==> src/rtl/mcfe_pkg.sv <==
`timescale 1ns / 1ps
// ----------------------------------------------------------------------------
// mcfe_pkg: shared types and constants of the command frame encoder
// Mode codes, register indexes, frame type codes and the front/back word.
// ----------------------------------------------------------------------------
package mcfe_pkg;

    typedef enum logic [2:0] {
        MODE_IMPEDANCE = 3'd0,
        MODE_ENABLE    = 3'd1,
        MODE_DISABLE   = 3'd2,
        MODE_CLR_FAULT = 3'd3,
        MODE_SET_ZERO  = 3'd4,
        MODE_SAVE      = 3'd5,
        MODE_CHANGE_ID = 3'd6,
        MODE_READ_PAR  = 3'd7
    } t_mode;

    localparam logic [2:0] REG_DEV_ADDR = 3'd0;
    localparam logic [2:0] REG_POS_OFS  = 3'd1;
    localparam logic [2:0] REG_POS_LIM  = 3'd2;
    localparam logic [2:0] REG_VEL_LIM  = 3'd3;
    localparam logic [2:0] REG_TRQ_LIM  = 3'd4;
    localparam logic [2:0] REG_KP_LIM   = 3'd5;
    localparam logic [2:0] REG_KD_LIM   = 3'd6;

    localparam logic [4:0] TYPE_MOTION  = 5'h01;
    localparam logic [4:0] TYPE_ENABLE  = 5'h03;
    localparam logic [4:0] TYPE_STOP    = 5'h04;
    localparam logic [4:0] TYPE_ZERO    = 5'h06;
    localparam logic [4:0] TYPE_SET_ID  = 5'h07;
    localparam logic [4:0] TYPE_READ    = 5'h11;
    localparam logic [4:0] TYPE_SAVE    = 5'h16;

    localparam int NCH = 5;  // channels: position, velocity, kp, kd, torque

    // Word handed from the front part to the back part.
    // d: clamped offset from range minimum (33 bits), s: span (32 bits).
    typedef struct packed {
        logic             quant;    // impedance word: quantize channels
        logic [28:0]      frame_id; // fixed id (area filled later if quant)
        logic [63:0]      payload;
        logic [NCH-1:0][32:0] d;
        logic [NCH-1:0][31:0] s;
    } t_job;

endpackage

==> src/rtl/mcfe_front.sv <==
`timescale 1ns / 1ps
// ----------------------------------------------------------------------------
// mcfe_front: command classification and range clamp
// Registers one accepted command as a job word: fixed frame fields, and for
// impedance commands the clamped offset and span of each channel.
// ----------------------------------------------------------------------------
module mcfe_front import mcfe_pkg::*; (
    input  logic               i_clk,
    input  logic               i_rst_n,
    input  logic               i_valid,
    input  logic [2:0]         i_mode,
    input  logic signed [31:0] i_target_position,
    input  logic signed [31:0] i_target_velocity,
    input  logic signed [31:0] i_stiffness,
    input  logic signed [31:0] i_damping,
    input  logic signed [31:0] i_feedforward_torque,
    input  logic [7:0]         i_current_id,
    input  logic [7:0]         i_new_id,
    input  logic [7:0]         i_param_index,
    input  logic [7:0]         i_dev_addr,
    input  logic signed [31:0] i_pos_ofs,
    input  logic [30:0]        i_pos_lim,
    input  logic [30:0]        i_vel_lim,
    input  logic [30:0]        i_trq_lim,
    input  logic [30:0]        i_kp_lim,
    input  logic [30:0]        i_kd_lim,
    output logic               o_valid,
    input  logic               i_ready,
    output t_job               o_job
);

    logic r_valid;
    t_job r_job, n_job;

    // Clamp x to [-neg, hi_w - neg], return offset from minimum.
    function automatic logic [32:0] clampd(input logic signed [33:0] x,
                                           input logic [30:0] neg,
                                           input logic [31:0] hi_w);
        logic signed [33:0] lo, hi, v;
        lo = -$signed({3'b000, neg});
        hi = lo + $signed({2'b00, hi_w});
        v  = x;
        if (v > hi) v = hi;
        if (v < lo) v = lo;
        clampd = 33'(v - lo);
    endfunction

    always_comb begin
        logic signed [33:0] p;
        p = 34'(i_target_position) - 34'(i_pos_ofs);
        n_job = '0;
        n_job.payload = '0;
        case (t_mode'(i_mode))
            MODE_IMPEDANCE: begin
                n_job.quant    = 1'b1;
                n_job.frame_id = {TYPE_MOTION, 16'h0, i_dev_addr};
                n_job.s[0] = {i_pos_lim, 1'b0};
                n_job.s[1] = {i_vel_lim, 1'b0};
                n_job.s[2] = {1'b0, i_kp_lim};
                n_job.s[3] = {1'b0, i_kd_lim};
                n_job.s[4] = {i_trq_lim, 1'b0};
                n_job.d[0] = clampd(p, i_pos_lim, {i_pos_lim, 1'b0});
                n_job.d[1] = clampd(34'(i_target_velocity), i_vel_lim,
                                    {i_vel_lim, 1'b0});
                n_job.d[2] = clampd(34'(i_stiffness), '0, {1'b0, i_kp_lim});
                n_job.d[3] = clampd(34'(i_damping), '0, {1'b0, i_kd_lim});
                n_job.d[4] = clampd(34'(i_feedforward_torque), i_trq_lim,
                                    {i_trq_lim, 1'b0});
            end
            MODE_ENABLE:    n_job.frame_id = {TYPE_ENABLE, 16'h0, i_dev_addr};
            MODE_DISABLE:   n_job.frame_id = {TYPE_STOP, 16'h0, i_dev_addr};
            MODE_CLR_FAULT: begin
                n_job.frame_id = {TYPE_STOP, 16'h0, i_dev_addr};
                n_job.payload  = {8'h01, 56'h0};
            end
            MODE_SET_ZERO: begin
                n_job.frame_id = {TYPE_ZERO, 16'h0, i_dev_addr};
                n_job.payload  = {8'h01, 56'h0};
            end
            MODE_SAVE: begin
                n_job.frame_id = {TYPE_SAVE, 16'h0, i_dev_addr};
                n_job.payload  = {8'h01, 56'h0};
            end
            MODE_CHANGE_ID: begin
                n_job.frame_id = {TYPE_SET_ID, 16'h0, i_current_id};
                n_job.payload  = {i_new_id, 56'h0};
            end
            default: begin
                n_job.frame_id = {TYPE_READ, 16'h0, i_dev_addr};
                n_job.payload  = {i_param_index, 56'h0};
            end
        endcase
    end

    wire w_take = i_valid && (!r_valid || i_ready);

    always_ff @(posedge i_clk) begin
        if (!i_rst_n) begin
            r_valid <= 1'b0;
        end else if (w_take) begin
            r_valid <= 1'b1;
        end else if (i_ready) begin
            r_valid <= 1'b0;
        end
        if (w_take) begin
            r_job <= n_job;
        end
    end

    assign o_valid = r_valid;
    assign o_job   = r_job;

endmodule

==> src/rtl/mcfe_queue.sv <==
`timescale 1ns / 1ps
// ----------------------------------------------------------------------------
// mcfe_queue: short job queue
// Two-entry queue that decouples the front part from the back part.
// ----------------------------------------------------------------------------
module mcfe_queue import mcfe_pkg::*; (
    input  logic i_clk,
    input  logic i_rst_n,
    input  logic i_valid,
    output logic o_ready,
    input  t_job i_job,
    output logic o_valid,
    input  logic i_ready,
    output t_job o_job
);

    t_job       r_mem [2];
    logic       r_wp, r_rp;
    logic [1:0] r_cnt;

    wire w_push = i_valid && o_ready;
    wire w_pop  = o_valid && i_ready;

    always_ff @(posedge i_clk) begin
        if (!i_rst_n) begin
            r_wp  <= 1'b0;
            r_rp  <= 1'b0;
            r_cnt <= 2'd0;
        end else begin
            if (w_push) r_wp <= ~r_wp;
            if (w_pop)  r_rp <= ~r_rp;
            r_cnt <= r_cnt + {1'b0, w_push} - {1'b0, w_pop};
        end
        if (w_push) begin
            r_mem[r_wp] <= i_job;
        end
    end

    assign o_ready = (r_cnt != 2'd2);
    assign o_valid = (r_cnt != 2'd0);
    assign o_job   = r_mem[r_rp];

endmodule

==> src/rtl/mcfe_back.sv <==
`timescale 1ns / 1ps
// ----------------------------------------------------------------------------
// mcfe_back: channel quantizer and frame output register
// Quantizes the five channels of an impedance job one per pass with a
// shared multiplier and a bit-serial divider, then presents the frame.
// ----------------------------------------------------------------------------
module mcfe_back import mcfe_pkg::*; (
    input  logic        i_clk,
    input  logic        i_rst_n,
    input  logic        i_valid,
    output logic        o_ready,
    input  t_job        i_job,
    output logic        o_valid,
    input  logic        i_ready,
    output logic [28:0] o_frame_id,
    output logic [63:0] o_payload
);

    typedef enum logic [1:0] {ST_IDLE, ST_MUL, ST_DIV, ST_DONE} t_state;

    localparam int NW = 50;  // numerator width: 2*d*65535 + span < 2^50

    t_state          r_state;
    t_job            r_job;
    logic [2:0]      r_ch;
    logic [NW-1:0]   r_rem;   // numerator shifted out / remainder
    logic [NW-1:0]   r_quo;
    logic [5:0]      r_bit;
    logic [NW-1:0]   r_num;
    logic [32:0]     r_den;
    logic [NCH-1:0][15:0] r_code;
    logic            r_ovalid;
    logic [28:0]     r_oid;
    logic [63:0]     r_opay;

    wire w_slot = !r_ovalid || i_ready;
    assign o_ready = (r_state == ST_IDLE) && w_slot;

    // Load the output register from a fixed job or from the last channel.
    wire w_take = (r_state == ST_IDLE) && i_valid && w_slot;
    wire w_last = (r_state == ST_DONE) && (r_ch == 3'(NCH - 1)) && w_slot;
    wire w_load = (w_take && !i_job.quant) || w_last;

    logic [NW:0] w_trial;
    logic [NW-1:0] w_rsh;
    always_comb begin
        w_rsh   = {r_rem[NW-2:0], r_num[NW-1]};
        w_trial = {1'b0, w_rsh} - {{(NW-32){1'b0}}, r_den};
    end

    always_ff @(posedge i_clk) begin
        if (!i_rst_n) begin
            r_state  <= ST_IDLE;
            r_ovalid <= 1'b0;
        end else begin
            if (w_load) begin
                r_ovalid <= 1'b1;
            end else if (i_ready) begin
                r_ovalid <= 1'b0;
            end
            case (r_state)
                ST_IDLE: begin
                    if (w_take) begin
                        r_job <= i_job;
                        r_ch  <= 3'd0;
                        if (i_job.quant) begin
                            r_state <= ST_MUL;
                        end else begin
                            r_oid  <= i_job.frame_id;
                            r_opay <= i_job.payload;
                        end
                    end
                end
                ST_MUL: begin
                    // numerator 2*d*65535 + span, denominator 2*span
                    r_num <= NW'({r_job.d[r_ch], 1'b0}) * NW'(17'd65535)
                           + NW'(r_job.s[r_ch]);
                    r_den <= {r_job.s[r_ch], 1'b0};
                    r_rem <= '0;
                    r_quo <= '0;
                    r_bit <= 6'(NW);
                    r_state <= ST_DIV;
                end
                ST_DIV: begin
                    if (r_den == '0) begin
                        r_code[r_ch] <= 16'h0;
                        r_state <= ST_DONE;
                    end else if (r_bit == 6'd0) begin
                        r_code[r_ch] <= (r_quo > NW'(16'hFFFF)) ? 16'hFFFF
                                                                 : r_quo[15:0];
                        r_state <= ST_DONE;
                    end else begin
                        r_num <= {r_num[NW-2:0], 1'b0};
                        if (!w_trial[NW]) begin
                            r_rem <= w_trial[NW-1:0];
                            r_quo <= {r_quo[NW-2:0], 1'b1};
                        end else begin
                            r_rem <= w_rsh;
                            r_quo <= {r_quo[NW-2:0], 1'b0};
                        end
                        r_bit <= r_bit - 6'd1;
                    end
                end
                ST_DONE: begin
                    if (r_ch != 3'(NCH - 1)) begin
                        r_ch    <= r_ch + 3'd1;
                        r_state <= ST_MUL;
                    end else if (w_slot) begin
                        r_oid    <= {r_job.frame_id[28:24], r_code[4],
                                     r_job.frame_id[7:0]};
                        r_opay   <= {r_code[0], r_code[1], r_code[2], r_code[3]};
                        r_state  <= ST_IDLE;
                    end
                end
                default: r_state <= ST_IDLE;
            endcase
        end
    end

    assign o_valid    = r_ovalid;
    assign o_frame_id = r_oid;
    assign o_payload  = r_opay;

endmodule

==> src/rtl/motor_command_frame_encoder_core.sv <==
`timescale 1ns / 1ps
// ----------------------------------------------------------------------------
// motor_command_frame_encoder_core: motor command to CAN frame encoder
// Turns each command word into one 29-bit extended-ID frame with 8 bytes.
// ----------------------------------------------------------------------------
// Usage:
//   Input channel: drive the command fields and raise i_push while o_full is
//   low; the word is taken at that edge. Result channel: while o_empty is
//   low, o_frame_id and o_payload hold the oldest frame; raise i_pop to take
//   it. Configuration: i_cfg_we with i_cfg_addr/i_cfg_data writes one
//   register at the edge; write only while no command is in flight.
//   Flow: fixed-payload modes pass the front register, the job queue and
//   the frame register, and can stream one word per cycle while i_pop
//   takes each frame. Impedance commands quantize five channels in sequence
//   through one multiplier and a one-bit-per-cycle divider, one job at a time.
//   A two-entry job queue sits between the classifier and the quantizer and
//   the output frame register is separate from the quantizer, so the input
//   keeps accepting while a frame waits on a stalled receiver; when all
//   stages fill, o_full rises and holds until the quantizer takes a job,
//   which needs a free frame register (i_pop) and an idle quantizer.
//   Reset (synchronous, i_rst_n low) empties every stage and loads the
//   register defaults.
// ----------------------------------------------------------------------------
module motor_command_frame_encoder_core import mcfe_pkg::*; (
    input  logic               i_clk,
    input  logic               i_rst_n,
    input  logic               i_push,
    output logic               o_full,
    input  logic [2:0]         i_mode,
    input  logic signed [31:0] i_target_position,
    input  logic signed [31:0] i_target_velocity,
    input  logic signed [31:0] i_stiffness,
    input  logic signed [31:0] i_damping,
    input  logic signed [31:0] i_feedforward_torque,
    input  logic [7:0]         i_current_id,
    input  logic [7:0]         i_new_id,
    input  logic [7:0]         i_param_index,
    output logic               o_empty,
    input  logic               i_pop,
    output logic [28:0]        o_frame_id,
    output logic [63:0]        o_payload,
    input  logic               i_cfg_we,
    input  logic [2:0]         i_cfg_addr,
    input  logic [31:0]        i_cfg_data
);

    logic [7:0]         r_dev_addr;
    logic signed [31:0] r_pos_ofs;
    logic [30:0]        r_pos_lim, r_vel_lim, r_trq_lim, r_kp_lim, r_kd_lim;

    // Hold register values; load one on a write.
    always_ff @(posedge i_clk) begin
        if (!i_rst_n) begin
            r_dev_addr <= 8'd1;
            r_pos_ofs  <= '0;
            r_pos_lim  <= 31'd823550;
            r_vel_lim  <= 31'd1310720;
            r_trq_lim  <= 31'd3932160;
            r_kp_lim   <= 31'd327680000;
            r_kd_lim   <= 31'd6553600;
        end else if (i_cfg_we) begin
            case (i_cfg_addr)
                REG_DEV_ADDR: r_dev_addr <= i_cfg_data[7:0];
                REG_POS_OFS:  r_pos_ofs  <= i_cfg_data;
                REG_POS_LIM:  r_pos_lim  <= i_cfg_data[30:0];
                REG_VEL_LIM:  r_vel_lim  <= i_cfg_data[30:0];
                REG_TRQ_LIM:  r_trq_lim  <= i_cfg_data[30:0];
                REG_KP_LIM:   r_kp_lim   <= i_cfg_data[30:0];
                REG_KD_LIM:   r_kd_lim   <= i_cfg_data[30:0];
                default: ;
            endcase
        end
    end

    logic f_valid, f_ready, q_valid, q_ready, b_valid;
    t_job f_job, q_job;

    mcfe_front u_front (
        .i_clk, .i_rst_n,
        .i_valid(i_push),
        .i_mode, .i_target_position, .i_target_velocity, .i_stiffness,
        .i_damping, .i_feedforward_torque, .i_current_id, .i_new_id,
        .i_param_index,
        .i_dev_addr(r_dev_addr), .i_pos_ofs(r_pos_ofs), .i_pos_lim(r_pos_lim),
        .i_vel_lim(r_vel_lim), .i_trq_lim(r_trq_lim), .i_kp_lim(r_kp_lim),
        .i_kd_lim(r_kd_lim),
        .o_valid(f_valid), .i_ready(f_ready), .o_job(f_job)
    );

    // Front takes a word when its stage is empty or draining into the queue.
    assign o_full = f_valid && !f_ready;

    mcfe_queue u_queue (
        .i_clk, .i_rst_n,
        .i_valid(f_valid), .o_ready(f_ready), .i_job(f_job),
        .o_valid(q_valid), .i_ready(q_ready), .o_job(q_job)
    );

    mcfe_back u_back (
        .i_clk, .i_rst_n,
        .i_valid(q_valid), .o_ready(q_ready), .i_job(q_job),
        .o_valid(b_valid), .i_ready(i_pop),
        .o_frame_id, .o_payload
    );

    assign o_empty = !b_valid;

endmodule

==> config.mk <==
export PLATFORM = sky130hd
export DESIGN_NAME = motor_command_frame_encoder_core
export DESIGN_NICKNAME = d
export VERILOG_FILES = /design/src/rtl/mcfe_pkg.sv /design/src/rtl/mcfe_front.sv /design/src/rtl/mcfe_queue.sv /design/src/rtl/mcfe_back.sv /design/src/rtl/motor_command_frame_encoder_core.sv
export SDC_FILE = /design/constraint.sdc
export NUM_CORES = 2
export LEC_CHECK = 0
export ABC_AREA = 1
export BUFFER_PORTS_ARGS = -buffer_cell sky130_fd_sc_hd__buf_4
export CAP_MARGIN = 30
export CORE_MARGIN = 8
export CORE_UTILIZATION = 26
export DETAILED_ROUTE_END_ITERATION = 8
export PLACE_DENSITY = 0.39
export SLEW_MARGIN = 20
export SYNTH_ARGS = -nofsm -noshare
export SYNTH_HDL_FRONTEND = slang
export SYNTH_SLANG_ARGS = --single-unit
export TNS_END_PERCENT = 5
==> constraint.sdc <==
create_clock -name i_clk -period 21.6 [get_ports i_clk]
set_input_delay 6.48 -clock i_clk [delete_from_list [all_inputs] [get_ports i_clk]]
set_output_delay 6.48 -clock i_clk [all_outputs]
set_load 0.02 [all_outputs]
==> reports/qor.csv <==
metric,value,unit
max_slew_margin,0.306,
layout.cells.non_filler,16900,
clk_pin_slew,0.06,ns
setup_ws,5.95,ns
drive_above_1_share,0.113,
path_max_fanout,61,
finish.net_count,12300,
ys_types,75,
reg2reg_setup_slack,8.11,ns
cts_max_level,4,
syn_area,108000,µm²
grt_max_degree,156,
design.core.area,416000,µm²
antenna_found_initial,55,
clock_latency,0.93,ns
fillers,43400,
cts_hold_buf,0,
final_core_util,0.301,
r2r-end,u_front.o_job[225],
clock.fmax,63.9,MHz
min_path_type,flop to flop,
synth.area.mux_share,0.0343,
yosysWarnings,0,
min_to,u_queue.r_mem[0][153],
synth_area_leaders,"edfxtp_1, ha_1, nand2_1, fa_1, inv_1",
dieWidth,661,µm
status,"finished, final reports clean",
drt_iter0_drc,5776,
min_path_cells,0,
synth_common_cells,"nand2_1, edfxtp_1, inv_1",
cts_root_buffer,clkbuf_16,
initial_core_util,0.261,
netlist_instances,10800,
syn2layout_area_growth,15.4,%
dp_hpwl,328000,µm
startpoint_type,input pin,
dp_slack,5.08,ns
worstSetupPathType,input pin to flop,
synth_fa_ha_area_frac,0.130,
wl_per_cell,24.9,µm
maxSlewViolCount,0,
synth_edf_count,1709,
worstReg2RegStart,r_vel_lim[1],
crit_path_end_kind,flop,
cts_setup_buffers,0,
finalClockSkew,0.109,ns
multi_input_area,46800,µm²
hp-start,u_front.o_job[158],
drc_errors,0,
setup_violations,0,
post-route-period-util,0.724,
syn_avg_cell_area,10.1,µm²
arrival,16.26,ns
worstRegToRegCells,62,
vias,79600,
grt_pass1_vias,81500,
cts_tree,done,
hold_viol,0,
cp_common_cell,nand2_1,
fp.dieArea,437000,µm²
yosysMostFrequentCell,nand2_1,
grt_setup_unrepaired,no,
tightest_slew,1.04,ns
post-route-min-period,15.65,ns
synth_compound_area_frac,0.111,
crit_path_start,i_target_position[0],
cap_violations,0,
drt_wl_total,421000,µm
numPortBuffers,320,
placed_cells,16400,
synth_largest_area_cell,edfxtp_1,
pin_count,322,
cp_slowest_cell,nor4_1,
ys.flop_type,edfxtp_1,
synth_seq_cells,1913,
synthSimpleGateAreaFrac,0.137,
vias_per_cell,4.72,
seq_area_frac_synth,0.512,
overflow,0,
clk_path_buf_depth,4,
synthArstFlopShare,0,
clock_sinks,1913,
dieHeight,661,µm
cts_made_buffers,226,
synth_xor_area_frac,0.0183,
synth_top_family_by_area,simple AND/OR/NAND/NOR gates,
grt_usage,0.186,
firstDrtPassIters,5,
ctsResizeCount,0,
drtAntennaViolNets,0,
routabilityCongestion,0.896,
max_stage_delay,0.62,ns
cp.required,22.21,ns
synth_top_area_share,0.474,
grt_pass1_wl,594000,µm
row_count,237,
ff_latch_area,55400,µm²
[metrics by stage]
step,hold WS [ns],TNS (ns),instance area (µm²)
4_1_cts,0.405,0,125000
3_5_place_dp,0.431,0,118000
5_1_grt,0.419,0,125000
3_3_place_gp,0.422,0,118000
2_1_floorplan,0.421,-2.61,108000
6_report,0.406,0,125000
[worst max path at each step]
stage | cells after the start | slack (ns) | end
final | 56 | 5.95 | u_front.o_job[190]
after global routing | 58 | 5.05 | u_front.o_job[183]
after CTS | 56 | 5.99 | u_front.o_job[190]
after global placement | 56 | 4.96 | u_front.o_job[190]
after detailed placement | 56 | 5.08 | u_front.o_job[190]
after floorplan | 3 | -0.008 | u_back.r_job[100]
[kinds of logic (layout without fill, tap and decap cells)]
kind of cell / count (synthesis) / count (layout)
other: 1 / 31
buffers and inverters: 1656 / 2227
AO/OA/AOI/OAI: 2181 / 2181
multiplexers: 330 / 330
AND/OR/NAND/NOR: 3517 / 3517
adder cells (fa/ha/maj): 952 / 952
flip-flops: 1913 / 1913
XOR/XNOR: 223 / 223
[sequential cells by signal (all words and copies together), names as in the netlist, 2 cells and up, named ones only]
| name | cells |
|---|---|
| u_back.r_num | 50 |
| u_back.o_payload | 64 |
| u_back.r_ch | 3 |
| u_back.r_job | 330 |
| r_pos_ofs | 32 |
| u_back.r_code | 80 |
| r_kd_lim | 31 |
| r_kp_lim | 31 |
| u_back.r_state | 2 |
| r_trq_lim | 31 |
| u_back.r_den | 32 |
| u_back.r_quo | 50 |
| u_front.o_job | 339 |
| r_dev_addr | 8 |
| u_back.r_rem | 49 |
| u_queue.r_cnt | 2 |
| u_back.o_frame_id | 28 |
| r_pos_lim | 31 |
| u_queue.r_mem | 678 |
| r_vel_lim | 31 |
| u_back.r_bit | 6 |
[metal layers]
layer  vias up  GRT usage  share of wire
met1     39400      0.241           0.44
met4         6     0.0566          0.031
met5         -          0       0.000095
met2      1748      0.325           0.49
met3       487     0.0219          0.042
li1      38000          -              -
[critical path: cells and delay by family]
| kind | cells | cell delay (ns) |
|---|---|---|
| AO/OA/AOI/OAI | 11 | 2.54 |
| XOR/XNOR | 1 | 0.33 |
| adder cells (fa/ha/maj) | 5 | 1.49 |
| buffers and inverters | 10 | 2.03 |
| AND/OR/NAND/NOR | 29 | 3.35 |
[layout by cell type (no fill, tap or decap), drive strengths merged, types with 32 or more instances in the layout]
cell	Yosys	routed
nor2	898	898
clkinv	7	94
a21oi	984	984
dfxtp	204	204
clkbuf	235	298
nor3	103	103
a22oi	63	63
xnor2	80	80
a31oi	61	61
a21boi	32	32
nand3	271	271
o21ai	796	796
ha	668	668
inv	1375	1384
fa	284	284
nor4	44	44
a21o	32	32
buf	39	428
nand2	1953	1953
xor2	143	143
or2	40	40
nand4	166	166
mux2	330	330
o21a	68	68
edfxtp	1709	1709
[area by class of cell]
cell class | instances | area share
clock inverters | 119 | 0.00861
repair buffers | 428 | 0.0275
clock buffers | 298 | 0.0491
inverters | 1382 | 0.0416
multi-input cells | 7206 | 0.374
well taps | 5497 | 0.0550
flip-flops and latches | 1913 | 0.443
diodes | 28 | 0.000560
Power is not shown: default switching activity piles up to over one toggle a cycle in this logic, so the estimate is an artifact.
